File: src/rtl/nrpr_pkg.sv
// Shared constants and types for the Newton-Raphson polynomial root finder.
// No dependencies; imported by newton_raphson_poly_root.
`timescale 1ns / 1ps

package nrpr_pkg;

    // Field widths fixed by the interface.
    localparam int X_W        = 32;
    localparam int V_W        = 48;
    localparam int COEF_W     = 16;
    localparam int TOL_W      = 32;
    localparam int CNT_W      = 7;
    localparam int STAT_W     = 2;
    localparam int CFG_IDX_W  = 3;
    localparam int CFG_DATA_W = 32;

    // Default fraction bits and the most rows in one run.
    localparam int FRAC_BITS_DEF = 16;
    localparam int MAX_ITER      = 64;

    // Configuration register indexes.
    localparam logic [CFG_IDX_W-1:0] REG_C4    = 3'd0;
    localparam logic [CFG_IDX_W-1:0] REG_C3    = 3'd1;
    localparam logic [CFG_IDX_W-1:0] REG_C2    = 3'd2;
    localparam logic [CFG_IDX_W-1:0] REG_C1    = 3'd3;
    localparam logic [CFG_IDX_W-1:0] REG_C0    = 3'd4;
    localparam logic [CFG_IDX_W-1:0] REG_TOL   = 3'd5;
    localparam logic [CFG_IDX_W-1:0] REG_LIMIT = 3'd6;

    // Row status codes.
    localparam logic [STAT_W-1:0] ST_RUN    = 2'd0;
    localparam logic [STAT_W-1:0] ST_CONV   = 2'd1;
    localparam logic [STAT_W-1:0] ST_LIMIT  = 2'd2;
    localparam logic [STAT_W-1:0] ST_ZSLOPE = 2'd3;

    typedef logic signed [X_W-1:0]    x_t;
    typedef logic signed [V_W-1:0]    val_t;
    typedef logic signed [COEF_W-1:0] coef_t;

endpackage

File: src/rtl/newton_raphson_poly_root.sv
// Newton-Raphson root finder for a quartic with integer coefficients.
// Depends on nrpr_pkg for widths, register indexes and status codes.
//
// Usage: write the five coefficients, the tolerance and the iteration limit
// on the cfg channel (cfg_ready is always high) while the block is idle.
// A request on the input channel carries a Q(32-F).F starting guess x_start.
// Each Newton step yields one result request with the row number, the old
// estimate, f and f' there, the new estimate, the relative change and a
// status; last marks the final row of the run.
// One shared 32x32 multiplier evaluates both polynomials by Horner's scheme
// in seven steps, each through S_MUL_LO, S_MUL_HI, S_MUL_SAT and S_ACC, and
// one restoring divider gives one quotient bit per cycle, first for f/f' and
// then for the relative change. The input channel is stalled for the whole
// run and is released as the last row is loaded into the output register.
// When the receiver stalls, the finished row holds in the output register
// and the next row waits until it is taken. Reset clears the sequencer state
// and out_valid and loads the configuration register reset values.
`timescale 1ns / 1ps

module newton_raphson_poly_root #(
    parameter int FRAC_BITS = nrpr_pkg::FRAC_BITS_DEF
) (
    input  logic                                  clk,
    input  logic                                  rst_n,
    // Starting guess
    input  logic                                  in_valid,
    output logic                                  in_stall,
    input  nrpr_pkg::x_t                          x_start,
    // Result rows
    output logic                                  out_valid,
    input  logic                                  out_stall,
    output logic [nrpr_pkg::CNT_W-1:0]            iteration,
    output nrpr_pkg::x_t                          x_old,
    output nrpr_pkg::val_t                        f_old,
    output nrpr_pkg::val_t                        slope_old,
    output nrpr_pkg::x_t                          x_new,
    output logic [nrpr_pkg::X_W-1:0]              rel_change,
    output logic [nrpr_pkg::STAT_W-1:0]           status,
    output logic                                  last,
    // Configuration writes
    input  logic                                  cfg_valid,
    output logic                                  cfg_ready,
    input  logic [nrpr_pkg::CFG_IDX_W-1:0]        cfg_index,
    input  logic [nrpr_pkg::CFG_DATA_W-1:0]       cfg_data
);
    import nrpr_pkg::*;

    localparam int NUM_W    = V_W + FRAC_BITS;
    localparam int DCNT_W   = $clog2(NUM_W);
    localparam int Q_W      = 42;
    localparam int KC_W     = 18;

    // Sequencer state codes.
    localparam logic [3:0] S_IDLE    = 4'd0;
    localparam logic [3:0] S_START   = 4'd1;
    localparam logic [3:0] S_MUL_LO  = 4'd2;
    localparam logic [3:0] S_MUL_HI  = 4'd3;
    localparam logic [3:0] S_MUL_SAT = 4'd4;
    localparam logic [3:0] S_ACC     = 4'd5;
    localparam logic [3:0] S_CHECK   = 4'd6;
    localparam logic [3:0] S_DIV     = 4'd7;
    localparam logic [3:0] S_XNEW    = 4'd8;
    localparam logic [3:0] S_REL     = 4'd9;
    localparam logic [3:0] S_EMIT    = 4'd10;

    // Configuration registers.
    coef_t             c4_reg, c3_reg, c2_reg, c1_reg, c0_reg;
    logic [TOL_W-1:0]  tol_reg;
    logic [CNT_W-1:0]  limit_reg;

    // Control state.
    logic [3:0]        state_reg, state_next;
    logic [CNT_W-1:0]  step_reg;
    logic [2:0]        k_reg;
    logic              poly_reg;
    logic [DCNT_W-1:0] dcnt_reg;
    logic              dmode_reg;
    logic              out_valid_reg;

    // Datapath registers.
    x_t                est_reg;
    logic [X_W-1:0]    xmag_reg;
    logic              xneg_reg;
    val_t              acc_reg;
    logic [63:0]       lb_reg, hb_reg;
    logic signed [V_W:0] prod_reg;
    val_t              f_reg, d_reg;
    logic              conv_reg, zero_reg;
    logic [V_W-1:0]    rem_reg, den_reg;
    logic [NUM_W-1:0]  num_reg;
    logic [Q_W-1:0]    q_reg;
    x_t                xn_reg;
    logic [X_W-1:0]    rel_reg;

    // Output registers.
    logic [CNT_W-1:0]  iter_o_reg;
    x_t                xo_o_reg, xn_o_reg;
    val_t              f_o_reg, d_o_reg;
    logic [X_W-1:0]    rel_o_reg;
    logic [STAT_W-1:0] stat_o_reg;
    logic              last_o_reg;

    assign cfg_ready  = 1'b1;
    assign in_stall   = (state_reg != S_IDLE);
    assign out_valid  = out_valid_reg;
    assign iteration  = iter_o_reg;
    assign x_old      = xo_o_reg;
    assign f_old      = f_o_reg;
    assign slope_old  = d_o_reg;
    assign x_new      = xn_o_reg;
    assign rel_change = rel_o_reg;
    assign status     = stat_o_reg;
    assign last       = last_o_reg;

    // Coefficient of the current Horner step, f or f'.
    logic signed [KC_W-1:0] kc;
    always_comb
    begin
        kc = '0;
        if (!poly_reg)
        begin
            case (k_reg)
                3'd0:    kc = KC_W'(c4_reg);
                3'd1:    kc = KC_W'(c3_reg);
                3'd2:    kc = KC_W'(c2_reg);
                3'd3:    kc = KC_W'(c1_reg);
                3'd4:    kc = KC_W'(c0_reg);
                default: kc = '0;
            endcase
        end
        else
        begin
            case (k_reg)
                3'd0:    kc = KC_W'(c4_reg) <<< 2;
                3'd1:    kc = (KC_W'(c3_reg) <<< 1) + KC_W'(c3_reg);
                3'd2:    kc = KC_W'(c2_reg) <<< 1;
                3'd3:    kc = KC_W'(c1_reg);
                default: kc = '0;
            endcase
        end
    end

    logic signed [V_W-1:0] kc_scaled;
    assign kc_scaled = V_W'(kc) <<< FRAC_BITS;
    logic [2:0] k_last;
    assign k_last = poly_reg ? 3'd3 : 3'd4;

    // Shared multiplier: low then high half of |acc| times |x|.
    logic [V_W-1:0] acc_mag;
    logic           acc_neg;
    logic [31:0]    mul_a;
    logic [63:0]    mul_p;
    assign acc_neg = acc_reg[V_W-1];
    assign acc_mag = acc_neg ? (~acc_reg + 1'b1) : acc_reg;
    assign mul_a   = (state_reg == S_MUL_LO) ? acc_mag[31:0] : {16'd0, acc_mag[V_W-1:32]};
    assign mul_p   = mul_a * xmag_reg;

    // Rescale and saturate the product.
    logic [64:0]     m_sum, m_cap, m_sat;
    logic            p_neg, hb_big;
    assign p_neg  = acc_neg ^ xneg_reg;
    assign hb_big = |(hb_reg >> (FRAC_BITS + 15));
    assign m_sum  = (65'(hb_reg) << (32 - FRAC_BITS)) + 65'(lb_reg >> FRAC_BITS);
    assign m_cap  = p_neg ? (65'd1 << (V_W - 1)) : ((65'd1 << (V_W - 1)) - 65'd1);
    assign m_sat  = (hb_big || m_sum > m_cap) ? m_cap : m_sum;

    // Add the coefficient and saturate to 48 bits.
    logic signed [V_W+1:0] acc_sum;
    val_t                  acc_new;
    assign acc_sum = (V_W+2)'(prod_reg) + (V_W+2)'(kc_scaled);
    always_comb
    begin
        if (acc_sum[V_W+1] == 1'b0 && acc_sum[V_W:V_W-1] != 2'b00)
            acc_new = {1'b0, {(V_W-1){1'b1}}};
        else if (acc_sum[V_W+1] == 1'b1 && acc_sum[V_W:V_W-1] != 2'b11)
            acc_new = {1'b1, {(V_W-1){1'b0}}};
        else
            acc_new = acc_sum[V_W-1:0];
    end

    // Magnitudes of f and f'.
    logic [V_W-1:0] f_mag, d_mag;
    assign f_mag = f_reg[V_W-1] ? (~f_reg + 1'b1) : f_reg;
    assign d_mag = d_reg[V_W-1] ? (~d_reg + 1'b1) : d_reg;

    // One restoring division step.
    logic [V_W:0]   rem_sh, rem_sub;
    logic           q_bit, cap_hit;
    logic [V_W-1:0] rem_next;
    logic [Q_W-1:0] q_sh;
    assign rem_sh   = {rem_reg, num_reg[NUM_W-1]};
    assign q_bit    = (rem_sh >= {1'b0, den_reg});
    assign rem_sub  = rem_sh - {1'b0, den_reg};
    assign rem_next = q_bit ? rem_sub[V_W-1:0] : rem_sh[V_W-1:0];
    assign q_sh     = {q_reg[Q_W-2:0], q_bit};
    assign cap_hit  = dmode_reg ? (q_sh >= (Q_W'(1) << 32)) : (q_sh >= (Q_W'(1) << 40));

    // New estimate: x_old minus the signed quotient, saturated to 32 bits.
    logic signed [43:0] step_s, xn_wide;
    x_t                 xn_sat;
    assign step_s  = (f_reg[V_W-1] ^ d_reg[V_W-1]) ? -44'(q_reg) : 44'(q_reg);
    assign xn_wide = 44'(est_reg) - step_s;
    always_comb
    begin
        if (xn_wide > 44'sh0007FFFFFFF)
            xn_sat = {1'b0, {(X_W-1){1'b1}}};
        else if (xn_wide < -44'sh00080000000)
            xn_sat = {1'b1, {(X_W-1){1'b0}}};
        else
            xn_sat = xn_wide[X_W-1:0];
    end

    // Relative change operands.
    logic signed [X_W:0] diff;
    logic [X_W:0]        diff_mag;
    logic [X_W-1:0]      xn_mag;
    assign diff     = (X_W+1)'(xn_reg) - (X_W+1)'(est_reg);
    assign diff_mag = diff[X_W] ? (~diff + 1'b1) : diff;
    assign xn_mag   = xn_reg[X_W-1] ? (~xn_reg + 1'b1) : xn_reg;

    // Row status and effective iteration limit.
    logic [CNT_W-1:0]  lim_eff, step_inc;
    logic [STAT_W-1:0] row_stat;
    logic              slot_free;
    assign lim_eff   = (limit_reg == '0) ? CNT_W'(1) :
                       (limit_reg > CNT_W'(MAX_ITER)) ? CNT_W'(MAX_ITER) : limit_reg;
    assign step_inc  = step_reg + 1'b1;
    assign row_stat  = conv_reg ? ST_CONV : zero_reg ? ST_ZSLOPE :
                       (step_inc >= lim_eff) ? ST_LIMIT : ST_RUN;
    assign slot_free = !out_valid_reg || !out_stall;

    // Sequencer next state.
    always_comb
    begin
        state_next = state_reg;
        unique case (state_reg)
            S_IDLE:    if (in_valid) state_next = S_START;
            S_START:   state_next = S_MUL_LO;
            S_MUL_LO:  state_next = S_MUL_HI;
            S_MUL_HI:  state_next = S_MUL_SAT;
            S_MUL_SAT: state_next = S_ACC;
            S_ACC:     state_next = (k_reg == k_last && poly_reg) ? S_CHECK : S_MUL_LO;
            S_CHECK:   state_next = (d_reg == '0) ? S_REL : S_DIV;
            S_DIV:
            begin
                if (cap_hit || dcnt_reg == '0)
                    state_next = dmode_reg ? S_EMIT : S_XNEW;
            end
            S_XNEW:    state_next = S_REL;
            S_REL:     state_next = (xn_reg == '0) ? S_EMIT : S_DIV;
            S_EMIT:
            begin
                if (slot_free)
                    state_next = (row_stat != ST_RUN) ? S_IDLE : S_START;
            end
            default:   state_next = S_IDLE;
        endcase
    end

    // Control registers.
    always_ff @(posedge clk or negedge rst_n)
    begin
        if (!rst_n)
        begin
            state_reg     <= S_IDLE;
            out_valid_reg <= 1'b0;
            c4_reg        <= 16'sd1;
            c3_reg        <= -16'sd21;
            c2_reg        <= 16'sd149;
            c1_reg        <= -16'sd399;
            c0_reg        <= 16'sd270;
            tol_reg       <= 32'd3277;
            limit_reg     <= 7'd32;
        end
        else
        begin
            state_reg <= state_next;
            if (state_reg == S_EMIT && slot_free)
                out_valid_reg <= 1'b1;
            else if (!out_stall)
                out_valid_reg <= 1'b0;
            if (cfg_valid && cfg_ready)
            begin
                unique case (cfg_index)
                    REG_C4:    c4_reg    <= cfg_data[COEF_W-1:0];
                    REG_C3:    c3_reg    <= cfg_data[COEF_W-1:0];
                    REG_C2:    c2_reg    <= cfg_data[COEF_W-1:0];
                    REG_C1:    c1_reg    <= cfg_data[COEF_W-1:0];
                    REG_C0:    c0_reg    <= cfg_data[COEF_W-1:0];
                    REG_TOL:   tol_reg   <= cfg_data[TOL_W-1:0];
                    REG_LIMIT: limit_reg <= cfg_data[CNT_W-1:0];
                    default:   ;
                endcase
            end
        end
    end

    // Datapath registers.
    always_ff @(posedge clk)
    begin
        case (state_reg)
            S_IDLE:
            begin
                est_reg  <= x_start;
                step_reg <= '0;
            end
            S_START:
            begin
                xneg_reg <= est_reg[X_W-1];
                xmag_reg <= est_reg[X_W-1] ? (~est_reg + 1'b1) : est_reg;
                poly_reg <= 1'b0;
                k_reg    <= 3'd1;
                acc_reg  <= V_W'(c4_reg) <<< FRAC_BITS;
            end
            S_MUL_LO:  lb_reg <= mul_p;
            S_MUL_HI:  hb_reg <= mul_p;
            S_MUL_SAT: prod_reg <= p_neg ? -(V_W+1)'(m_sat) : (V_W+1)'(m_sat);
            S_ACC:
            begin
                if (k_reg == k_last)
                begin
                    if (!poly_reg)
                    begin
                        f_reg    <= acc_new;
                        poly_reg <= 1'b1;
                        k_reg    <= 3'd1;
                        acc_reg  <= V_W'(c4_reg) <<< (FRAC_BITS + 2);
                    end
                    else
                    begin
                        d_reg <= acc_new;
                    end
                end
                else
                begin
                    acc_reg <= acc_new;
                    k_reg   <= k_reg + 1'b1;
                end
            end
            S_CHECK:
            begin
                conv_reg  <= (f_mag < V_W'(tol_reg));
                zero_reg  <= (d_reg == '0);
                xn_reg    <= est_reg;
                rem_reg   <= '0;
                q_reg     <= '0;
                num_reg   <= NUM_W'(f_mag) << FRAC_BITS;
                den_reg   <= d_mag;
                dcnt_reg  <= DCNT_W'(NUM_W - 1);
                dmode_reg <= 1'b0;
            end
            S_DIV:
            begin
                rem_reg  <= rem_next;
                num_reg  <= num_reg << 1;
                dcnt_reg <= dcnt_reg - 1'b1;
                if (cap_hit)
                    q_reg <= dmode_reg ? Q_W'(32'hFFFF_FFFF) : (Q_W'(1) << 40);
                else
                    q_reg <= q_sh;
                if (dmode_reg && (cap_hit || dcnt_reg == '0))
                    rel_reg <= cap_hit ? 32'hFFFF_FFFF : q_sh[X_W-1:0];
            end
            S_XNEW:    xn_reg <= xn_sat;
            S_REL:
            begin
                rel_reg   <= '0;
                rem_reg   <= '0;
                q_reg     <= '0;
                num_reg   <= NUM_W'(diff_mag) << FRAC_BITS;
                den_reg   <= V_W'(xn_mag);
                dcnt_reg  <= DCNT_W'(NUM_W - 1);
                dmode_reg <= 1'b1;
            end
            S_EMIT:
            begin
                if (slot_free)
                begin
                    iter_o_reg <= step_inc;
                    xo_o_reg   <= est_reg;
                    f_o_reg    <= f_reg;
                    d_o_reg    <= d_reg;
                    xn_o_reg   <= xn_reg;
                    rel_o_reg  <= rel_reg;
                    stat_o_reg <= row_stat;
                    last_o_reg <= (row_stat != ST_RUN);
                    est_reg    <= xn_reg;
                    step_reg   <= step_inc;
                end
            end
            default: ;
        endcase
    end

    // A new row never overwrites one that the receiver has not taken.
    assert property (@(posedge clk) disable iff (!rst_n)
        out_valid && out_stall |=> $stable(iter_o_reg) && $stable(xn_o_reg))
        else $error("held result row changed");

    // The last flag follows the status of the row.
    assert property (@(posedge clk) disable iff (!rst_n)
        out_valid |-> (last == (status != ST_RUN)))
        else $error("last flag disagrees with status");

    // The divider never runs with a zero divisor.
    assert property (@(posedge clk) disable iff (!rst_n)
        state_reg == S_DIV |-> den_reg != '0)
        else $error("division by zero");

    // Row numbers are nonzero and stay within MAX_ITER.
    assert property (@(posedge clk) disable iff (!rst_n)
        out_valid |-> (iteration != '0 && iteration <= CNT_W'(MAX_ITER)))
        else $error("row number out of range");

endmodule
File: config.mk
export PLATFORM = sky130hd
export DESIGN_NAME = newton_raphson_poly_root
export DESIGN_NICKNAME = d
export VERILOG_FILES = /design/src/rtl/nrpr_pkg.sv /design/src/rtl/newton_raphson_poly_root.sv
export SDC_FILE = /design/constraint.sdc
export NUM_CORES = 2
export LEC_CHECK = 0
export ABC_AREA = 1
export BUFFER_PORTS_ARGS = -buffer_cell sky130_fd_sc_hd__buf_2
export CAP_MARGIN = 10
export CORE_MARGIN = 1
export CORE_UTILIZATION = 60
export DETAILED_ROUTE_END_ITERATION = 6
export GPL_ROUTABILITY_DRIVEN = 0
export PLACE_DENSITY = 0.77
export SYNTH_ARGS = -nofsm -noshare
export SYNTH_HDL_FRONTEND = slang
export SYNTH_SLANG_ARGS = --single-unit
File: constraint.sdc
create_clock -name clk -period 25.1 [get_ports clk]
set_input_delay 3.765 -clock clk [delete_from_list [all_inputs] [get_ports clk]]
set_output_delay 3.765 -clock clk [all_outputs]
set_load 0.02 [all_outputs]
==> metrics.md <==
| Metric | Value |
|---|---|
| Outcome | complete, but fails checks |
| Failing checks | DRC |
| Syn_nets | 12,381 |
| Initial antenna violation count | 14 |
| Clock Path Buffers | 3 |
| Clk root buf | clkbuf_16 |
| Syn Std Cell Area | 91,770 µm² |
| Vias/cell | 6.051 |
| CTS tree | built |
| Global route overflow | 0 |
| Top_reg_cell synth | edfxtp_1 |
| Slowest CP cell | inv_1 |
| Hold crit path type | flip-flop to flip-flop |
| Fin Setup TNS | 0 ns |
| Die width | 393.1 µm |
| Area of the multi-input gates | 54,580 µm² |
| Critical path arrival | 11.57 ns |
| Worst-path fanout max | 22 |
| Num rows | 143 |
| RSZ-0062 raised after global routing | false |
| P&R area growth vs syn | 7.255% |
| Core Box Area | 151,900 µm² |
| Slew Limit Fails | 0 |
| Post-Synthesis Cells | 10,839 |
| Largest net degree at the start of global routing | 99 |
| Hold Fails Final Rpt | 0 |
| Worst Path Required | 25.58 ns |
| Post-synth cell types | 77 |
| Resized Gates After CTS | 0 |
| Routed WL | 288.5 mm |
| Fillers | 12,290 |
| Clock transition at path regs | 0.06 ns |
| Via count | 79,304 |
| Achievable frequency | 0.09016 GHz |
| Setup bufs post-CTS | 0 |
| Overall die area | 154,500 µm² |
| Sequential share of the synthesized area | 30.99% |
| CTS Buf Count | 102 |
| H-tree depth | 3 |
| 1st-pass router iterations | 7 |
| Clk_lat worst skew | 0.76 ns |
| #FFs+latches synth | 966 |
| Starting DRT DRC Count | 10,284 |
| DRC | 55 |
| Worst-margin pin slew | 1.310 ns |
| Ys async rst share | 12.84% |
| Final ANT Viol Nets | 0 |
| CTS sink cnt | 966 |
| IO Port Bufs | 275 |
| Post-synth EDFFs | 842 |
| Hpwl dp | 224.1 mm |
| Max cap viols | 0 |
| CP endpoint kind | flip-flop |
| Ys Warns | 0 |
| Initial Utilization | 60.41% |
| Io pins | 277 |
| Register area | 28,440 µm² |
| First-pass GRT wire length | 442.6 mm |
| Avg Inst Size Synth | 8.467 µm² |
| Post-Route Skew | 0.06787 ns |
| Final worst path period share | 44.19% |
| Tot GR Track Use | 37.60% |
| CP max stage delay | 0.74 ns |
| Nets | 12,518 |
| Die H | 393.1 µm |
| Share of post-route cells with drive strength above 1 | 7.177% |
| Setup crit start kind | flip-flop |
| Max FFs per register | 64 |
| Setup CP Type | flip-flop to flip-flop |
| Vias in the first global route | 77,147 |
| Slew Limit Headroom | 12.69% |
| Final count of negative-setup-slack endpoints | 0 |
| Post-CTS Hold Buffers | 0 |
| Routed wire per std cell | 22.01 µm |
| Fin crit period | 11.09 ns |
-- critical path: cells and delay by family, from the launching register on --
family / cells / cell delay, ns
fa+ha+maj: 9 / 4.85
simple gates: 22 / 3.16
buf+inv: 11 / 1.53
compound gates: 5 / 0.89
flops: 1 / 0.42
-- logic make-up after synthesis --
| logic type | share of synthesized area, % |
|---|---|
| AND/OR/NAND/NOR | 19.33 |
| buffers and inverters | 9.700 |
| AO/OA/AOI/OAI | 8.992 |
| adder cells (fa/ha/maj) | 27.42 |
| flip-flops | 30.99 |
| XOR/XNOR | 3.550 |
| other | 0.008183 |
| multiplexers | 0.01227 |
-- stage by stage --
stage / utilization [%] / hold WS, ns / setup slack (ns) / instance area (µm²) / instances
after global placement: 62.58 / 0.4010 / 14.39 / 95060 / 12902
after global routing: 64.78 / 0.4203 / 13.30 / 98400 / 13094
final: 64.80 / 0.4153 / 14.01 / 98430 / 13107
after CTS: 64.77 / 0.4171 / 14.26 / 98390 / 13093
after detailed placement: 62.58 / 0.4045 / 14.33 / 95060 / 12902
after floorplan: - / 0.4003 / 12.09 / 91770 / 10839
-- routing by layer --
metal	track usage (%)	part of all wire, %	vias to the layer above	routed length [µm]
met5	0.5423	0.052	-	149
met3	10.93	14	1229	39660
met1	47.56	35	37543	101400
met4	22.65	7.3	10	21180
met2	57.14	44	5635	126100
li1	-	-	34887	-
-- final timing paths --
| kind | from | endpoint | slack [ns] | cells after the start |
|---|---|---|---|---|
| worst max-delay path | acc_reg[0] | hb_reg[62] | 14.01 | 47 |
| worst min-delay path | rel_reg[11] | rel_change[11] | 0.42 | 0 |
| worst max register to register | acc_reg[0] | hb_reg[62] | 14.01 | 47 |
| worst min register to register | rel_reg[11] | rel_change[11] | 0.42 | 0 |
| max in group asynchronous | rst_n | c4_reg[15] | 20.56 | 2 |
| min in group asynchronous | rst_n | c0_reg[12] | 3.10 | 1 |
-- cells in the final DEF, fill, tap and decap left out, types with 14 or more instances in the layout --
cell / n
or2_2: 23
buf_4: 108
clkinv_2: 19
nand2_1: 2186
fa_1: 902
dfstp_2: 42
o21ai_1: 49
nor2_2: 35
a21boi_0: 14
o31ai_1: 19
nor2_1: 1217
a211oi_1: 16
nor4_1: 61
clkbuf_16: 103
o21a_1: 36
xor2_1: 245
inv_1: 1896
edfxtp_1: 842
ha_1: 568
a31oi_1: 73
xnor2_1: 126
nor3_1: 139
a21oi_1: 620
o211ai_1: 29
diode_2: 14
nand3_1: 338
inv_2: 27
buf_2: 274
o21bai_1: 25
a22o_1: 17
clkinv_1: 46
nand4_1: 102
nand3b_1: 22
nand2_2: 43
o21ai_0: 479
nor2_4: 18
nand3_2: 26
dfrtp_1: 82
a21o_1: 18
-- layout make-up --
| class | count | area share, % |
|---|---|---|
| antenna | 14 | 0.03559 |
| clock buffer | 119 | 2.710 |
| clock inverter | 72 | 0.6813 |
| inverter | 1947 | 7.426 |
| multi-input combinational | 7577 | 55.46 |
| sequential | 966 | 28.89 |
| tap | 2030 | 2.580 |
| timing repair buffer | 382 | 2.217 |
-- cells in the mapped netlist, drive strengths merged (4+ instances only) --
library cell  number  share of area [%]
a21oi            624                3.4
a21o              18               0.15
o21a              36               0.29
ha               568                7.7
a22oi             10              0.082
or2               26               0.18
edfxtp           842                 28
inv             1922                7.9
fa               902                 20
o221ai             8              0.076
xor2             245                2.3
nor2            1270                5.4
o311ai             4              0.038
nor4              61               0.42
nor3             153               0.90
o211ai            29               0.24
nand3b            22               0.18
xnor2            127                1.2
a41oi              9              0.086
buf               64               0.48
o21ai            538                3.0
a21boi            18               0.15
dfstp             42                1.2
o21bai            25               0.20
a22o              17               0.16
o31ai             20               0.17
nand3            368                2.2
a31oi             73               0.50
a221oi             9              0.086
and3              10              0.068
clkbuf           285                1.3
o32ai              7              0.067
o22ai              6              0.041
nand2           2233                9.3
clkinv            25               0.10
a211oi            16               0.13
nand4            103               0.72
dfrtp             82                2.2
Power is not shown: default switching activity piles up to over one toggle a cycle in this logic, so the estimate is an artifact.
